`src/rtl/core/ght_ram.sv`:
```
`timescale 1ns / 1ps
// ----------------------------------------------------------------------------
// ght_ram
// Generic single-write, single-read RAM with registered read data.
// ----------------------------------------------------------------------------
module ght_ram #(
  parameter int Width = 8,
  parameter int Depth = 16
) (
  input  logic                     clk_i,
  input  logic                     we_i,
  input  logic [$clog2(Depth)-1:0] waddr_i,
  input  logic [Width-1:0]         wdata_i,
  input  logic                     re_i,
  input  logic [$clog2(Depth)-1:0] raddr_i,
  output logic [Width-1:0]         rdata_o
);

  logic [Width-1:0] mem_q [Depth];
  logic [Width-1:0] rdata_q;

  always_ff @(posedge clk_i) begin
    if (we_i) begin
      mem_q[waddr_i] <= wdata_i;
    end
    if (re_i) begin
      rdata_q <= mem_q[raddr_i];
    end
  end

  assign rdata_o = rdata_q;

endmodule

```
`config.mk`:
```
export PLATFORM = sky130hd
export DESIGN_NAME = ght_ram
export DESIGN_NICKNAME = d
export VERILOG_FILES = /design/src/rtl/core/ght_ram.sv
export SDC_FILE = /design/constraint.sdc
export NUM_CORES = 1
export LEC_CHECK = 0
export BUFFER_PORTS_ARGS = -buffer_cell sky130_fd_sc_hd__buf_2
export CORE_ASPECT_RATIO = 1.25
export CORE_MARGIN = 2
export CORE_UTILIZATION = 50
export CTS_CLUSTER_SIZE = 14
export DETAILED_ROUTE_END_ITERATION = 6
export PLACE_DENSITY = 0.73
export REMOVE_ABC_BUFFERS = 1
export SLEW_MARGIN = 20
export SYNTH_ARGS = -nofsm -noshare
export SYNTH_HDL_FRONTEND = slang
export SYNTH_SLANG_ARGS = --single-unit
export TNS_END_PERCENT = 20
```
`constraint.sdc`:
```
create_clock -name clk_i -period 4 [get_ports clk_i]
set_input_delay 0.8 -clock clk_i [delete_from_list [all_inputs] [get_ports clk_i]]
set_output_delay 0.8 -clock clk_i [all_outputs]
set_load 0.02 [all_outputs]
```
==> results.json, run 1 <==
{
  "status": "complete, no violations",
  "min_to": "rdata_o[4]",
  "gp_congestion": 0.721,
  "synth_seq_area_share_pct": 78.1,
  "drc": 0,
  "skew_ns": 0.00653,
  "cts_tree": "done",
  "slowest_stage": "mux4_1",
  "rsz0062_at_grt": "no",
  "gr-usage-all-layers_pct": 19.5,
  "reg2reg_to": "rdata_o[1]",
  "final_max_slew_viol_count": 0,
  "clk_pin_slew_ns": 0.06,
  "io_pins": 27,
  "r2r_start": "mem_q[1][1]",
  "wl_per_cell_um": 24.1,
  "critPathBufInv": 2,
  "diodes": 0,
  "hold_viol": 0,
  "core-area_um2": 10200,
  "dieHeight_um": 118,
  "nNetsFinal": 287,
  "worst_ep_required_time_ns": 4.16,
  "hp-class": "register to register",
  "dr_wl_met2_mm": 5.07,
  "max_freq_mhz": 443,
  "drt_first_pass_iters": 4,
  "cts_resized": 0,
  "cp_cell_sequence": "buf_2 > buf_4 > mux4_1 > a22oi_1 > nand2_1",
  "wirelength_met1_mm": 3.98,
  "top_layer_used": "met4",
  "vdd_ir_drop_max_v": 0.000441,
  "syn_area_um2": 5230,
  "synthDistinctLibCells": 18,
  "hold_start": "mem_q[15][4]",
  "hpwlAfterDp_mm": 6.23,
  "cts_buffer_depth": 2,
  "multi_input_area_um2": 1070,
  "critical_path.endpoint_type": "register",
  "clock_latency_ns": 0.41,
  "synth-seq-cells": 136,
  "worst_path_largest_cell_delay_ns": 0.61,
  "seqCellArea_um2": 4080,
  "die_w_um": 95.5,
  "portBuffers": 26,
  "die-area_um2": 11300,
  "crit_cells": 5,
  "antenna_found_initial": 0,
  "p_per_area_nw_per_um2": 531,
  "finalCritPeriodShare_pct": 56.5,
  "cap_viol_max_count": 0,
  "rows": 41,
  "ys_warn_count": 0,
  "whs_ns": 0.748,
  "synth_cells": 229,
  "crit_family": "buffers and inverters",
  "htree_levels": 4,
  "fin_crit_ns": 2.26,
  "critPathKind": "input port to register",
  "viasPerCell": 5.93,
  "arrival_ns": 2.42,
  "dr_total_vias": 2431,
  "grt_pass1_wl_mm": 15.0,
  "grt_max_degree": 33,
  "dr_wl_met3_um": 574,
  "clock-sinks": 136,
  "drive_gt1_share_pct": 27.4,
  "synth.avg_cell_area_um2": 22.8,
  "drt-initial-drc-count": 196,
  "startpoint_type": "input port",
  "grt_overflow": 0,
  "area_delta_synth_final_pct": 15.1,
  "fillers": 729,
  "grt_pass1_vias": 2523,
  "numCtsBuffers": 17,
  "reg2reg_depth": 3,
  "cts.hold.buffers_added": 0,
  "root_buffer": "clkbuf_16",
  "ff2ff_setup_slack_ns": 2.54,
  "start_util_pct": 51.5,
  "drt.antenna.violating_nets": 0,
  "post_cts_buffers": 0,
  "power.static_leakage_nw": 2.00,
  "routed_wl_mm": 9.87,
  "worstHoldPathCells": 3,
  "tightest_slew_ns": 1.11,
  "crit_fanout": 13,
  "report.final.setup_viol": 0,
  "slew_headroom_pct": 25.7,
  "tns_ns": 0
}
## routing by layer
layer | vias up | GRT usage, %
met5 | - | 0
met4 | 0 | 8.93
met2 | 91 | 31.3
met1 | 1260 | 24.5
li1 | 1060 | -
met3 | 20 | 5.80
## flip-flops by register name (all words and copies together), names as in the netlist
register  flops
rdata_o       8
mem_q       128
## layout make-up
| class | instances | area share, % |
|---|---|---|
| Timing Repair Buffer | 30 | 2.66 |
| Multi-Input combinational cell | 83 | 17.7 |
| Clock inverter | 12 | 1.81 |
| Tap cell | 129 | 2.68 |
| Clock buffer | 20 | 7.26 |
| Sequential cell | 136 | 67.9 |
## how the worst max path moves through the flow
stage	slack [ns]	to	from
final	1.74	rdata_o[1]	raddr_i[0]
after detailed placement	1.31	rdata_o[1]	raddr_i[0]
after floorplan	1.71	mem_q[0][0]	waddr_i[2]
after global routing	1.58	rdata_o[1]	raddr_i[0]
after global placement	1.29	rdata_o[1]	raddr_i[0]
after CTS	1.75	rdata_o[1]	raddr_i[0]
## kinds of logic after synthesis
group                  Yosys count  share of synthesized area, %
buffers and inverters           10                          1.65
multiplexers                    32                          14.8
AND/OR/NAND/NOR                 35                          3.14
AO/OA/AOI/OAI                   16                          2.30
flip-flops                     136                          78.1
## synth_stat cells
library cell	count	area share, %
nand2_1	9	0.65
nor3_1	4	0.38
buf_4	1	0.14
nor2b_1	1	0.12
or3b_2	1	0.17
nand2b_1	2	0.24
edfxtp_1	136	78
buf_2	3	0.29
nand3_1	1	0.096
mux4_1	14	7.0
and2_1	1	0.12
and2b_1	1	0.14
buf_6	3	0.65
a22oi_1	16	2.3
nor2_1	13	0.93
nand3b_1	2	0.29
clkdlybuf4s25_2	3	0.57
mux4_2	18	7.8
## stage by stage
stage	cell area (um^2)	setup WS [ns]	cells	utilization (%)	power, mW
2_1_floorplan	5140	1.71	219	-	1.71
3_3_place_gp	5470	1.29	378	53.9	1.79
6_report	6020	1.74	410	59.3	3.20
4_1_cts	6020	1.75	410	59.3	3.21
5_1_grt	6020	1.58	410	59.3	3.28
3_5_place_dp	5470	1.31	378	53.9	1.79
## worst register-to-register path, cell delays in order, from the launching register on
cell	delay, ns
edfxtp_1	0.37
mux4_1	0.52
a22oi_1	0.23
nand2_1	0.08
## layout by cell type (no fill, tap or decap), types with 2 or more instances in the layout
cell type and count:
edfxtp_1 136, buf_2 26, mux4_2 18, clkbuf_16 17
a22oi_1 16, mux4_1 14, nor2_1 13, nand2_1 9
clkinv_2 6, buf_4 4, clkbuf_1 3, clkinv_1 3
nand3b_1 2, nor3_2 2, nand2b_1 2, nor3_1 2
bufinv_16 2
## where the power goes
| group | internal [mW] | total, mW | switching, mW | leakage [nW] |
|---|---|---|---|---|
| combinational | 0.0570 | 0.146 | 0.0893 | 0.496 |
| sequential | 1.61 | 1.62 | 0.00838 | 1.24 |
| clock | 0.901 | 1.43 | 0.533 | 0.270 |
Power figures use the tool's default switching activity.
==> run 2, diff against run 1 <==
==> constraint.sdc (replaced) <==
create_clock -name clk_i -period 2.1 [get_ports clk_i]
set_input_delay 0.42 -clock clk_i [delete_from_list [all_inputs] [get_ports clk_i]]
set_output_delay 0.42 -clock clk_i [all_outputs]
set_load 0.02 [all_outputs]
==> run 2 against run 1 <==
Hold slack got worse by 0.38 ns. Clock-buffer cell count decreased by 1. Clock skew grew 0.0046 ns. First-iteration DRC count is 29% higher. Critical endpoint unchanged.
==> results.json, run 2 (synthesis results as in run 1) <==
{
  "clock-sinks": 136,
  "ff2ff_setup_slack_ns": 0.61,
  "crit_family": "multiplexers",
  "stdcell_count": 427,
  "hold_viol": 0,
  "antenna_found_initial": 0,
  "max_freq_mhz": 638,
  "post_cts_buffers": 0,
  "diodes": 0,
  "gr-usage-all-layers_pct": 19.6,
  "report.final.setup_viol": 0,
  "grt_pass1_wl_mm": 15.3,
  "worst_path_largest_cell_delay_ns": 0.58,
  "core-area_um2": 10200,
  "critPathBufInv": 2,
  "die_w_um": 95.5,
  "layout_common_cells": "136 x edfxtp_1, 26 x buf_2, 19 x buf_4, 18 x mux4_2, 17 x clkbuf_16",
  "top_register": "mem_q",
  "cts_buffer_depth": 2,
  "grt_pass1_vias": 2579,
  "cp_cell_sequence": "buf_2 > buf_12 > mux4_1 > a22oi_1 > nand2_1",
  "critPathKind": "input port to register",
  "final_cell_area_um2": 6250,
  "numCtsBuffers": 17,
  "reg2reg_depth": 3,
  "clk_pin_slew_ns": 0.06,
  "cts.hold.buffers_added": 0,
  "dr_total_vias": 2493,
  "layout_commonest_cell": "edfxtp_1",
  "startpoint_type": "input port",
  "hp-class": "input port to register",
  "crit_fanout": 23,
  "die-area_um2": 11300,
  "grt_max_degree": 33,
  "critical_path.endpoint_type": "register",
  "power.static_leakage_nw": 2.13,
  "worstHoldPathCells": 1,
  "min_to": "rdata_o[1]",
  "area_delta_synth_final_pct": 19.6,
  "r2r_start": "mem_q[3][4]",
  "p_per_area_nw_per_um2": 1040,
  "grt_overflow": 0,
  "vdd_ir_drop_max_v": 0.000782,
  "status": "complete, no violations",
  "arrival_ns": 1.73,
  "root_buffer": "clkbuf_16",
  "wl_per_cell_um": 23.1,
  "portBuffers": 26,
  "gp_congestion": 0.746,
  "setup_ws_ns": 0.532,
  "slew_headroom_pct": 55.1,
  "reg2reg_to": "rdata_o[4]",
  "start_util_pct": 51.5,
  "final_max_slew_viol_count": 0,
  "cts_tree": "done",
  "drt-initial-drc-count": 253,
  "fin_crit_ns": 1.57,
  "tns_ns": 0,
  "clock_latency_ns": 0.42,
  "htree_levels": 4,
  "routed_wl_mm": 9.85,
  "io_pins": 27,
  "rows": 41,
  "viasPerCell": 5.84,
  "dpl.cell_count": 395,
  "drc": 0,
  "drt.antenna.violating_nets": 0,
  "drive_gt1_share_pct": 31.9,
  "slowest_stage": "mux4_1",
  "pre_cts_slack_ns": 0.0991,
  "hpwlAfterDp_mm": 6.25,
  "worst_ep_required_time_ns": 2.27,
  "hold_start": "re_i",
  "skew_ns": 0.0112,
  "dieHeight_um": 118,
  "finalCritPeriodShare_pct": 74.7,
  "postPlaceCellArea_um2": 5620,
  "largest_reg_flops": 128,
  "cts_resized": 0,
  "rsz0062_at_grt": "no",
  "tightest_slew_ns": 0.671,
  "drt_first_pass_iters": 4,
  "nNetsFinal": 304,
  "cap_viol_max_count": 0
}
[run 2: changes by cell type in the layout (fill, tap and decap cells not counted), sizes merged]
cell	change
clkinv	-5
bufinv	+3
clkbuf	-1
clkinvlp	+3
buf	+17
[run 2: report_power, final]
part / internal, mW / total [mW] / switching [mW]
registers: 3.06 / 3.08 / 0.0158
logic: 0.121 / 0.295 / 0.174
clock network: 2.09 / 3.13 / 1.03
total: 5.28 / 6.50 / 1.22
[run 2: how the worst max path moves through the flow]
stage	cells past startpoint	endpoint	slack, ns	startpoint
4_1_cts	5	rdata_o[1]	0.54	raddr_i[0]
2_1_floorplan	2	mem_q[0][0]	0.19	waddr_i[2]
3_5_place_dp	5	rdata_o[2]	0.1	raddr_i[0]
6_report	5	rdata_o[1]	0.53	raddr_i[0]
5_1_grt	5	rdata_o[0]	0.49	raddr_i[0]
3_3_place_gp	5	rdata_o[2]	0.11	raddr_i[0]
[run 2: metrics by stage]
| stage | total power, mW | hold slack [ns] | utilization, % |
|---|---|---|---|
| after global placement | 3.42 | 0.729 | 55.3 |
| after detailed placement | 3.43 | 0.743 | 55.3 |
| final | 6.50 | 0.370 | 61.5 |
| after CTS | 6.56 | 0.362 | 61.5 |
| after global routing | 6.71 | 0.363 | 61.5 |
| after floorplan | 3.27 | 0.519 | - |
[run 2: layer usage]
| layer | track usage, % | share of wire [%] |
|---|---|---|
| met4 | 6.52 | 1.1 |
| met3 | 6.37 | 5.4 |
| met5 | 0 | 0 |
| met1 | 25.6 | 41 |
| met2 | 31.1 | 52 |
[run 2: final cells by class]
class | count | area [um^2]
clock buffer | 19 | 433
clock inverter | 13 | 203
fill | 708 | 3910
multi-input combinational | 83 | 1060
sequential | 136 | 4080
tap | 129 | 161
timing repair buffer | 47 | 313
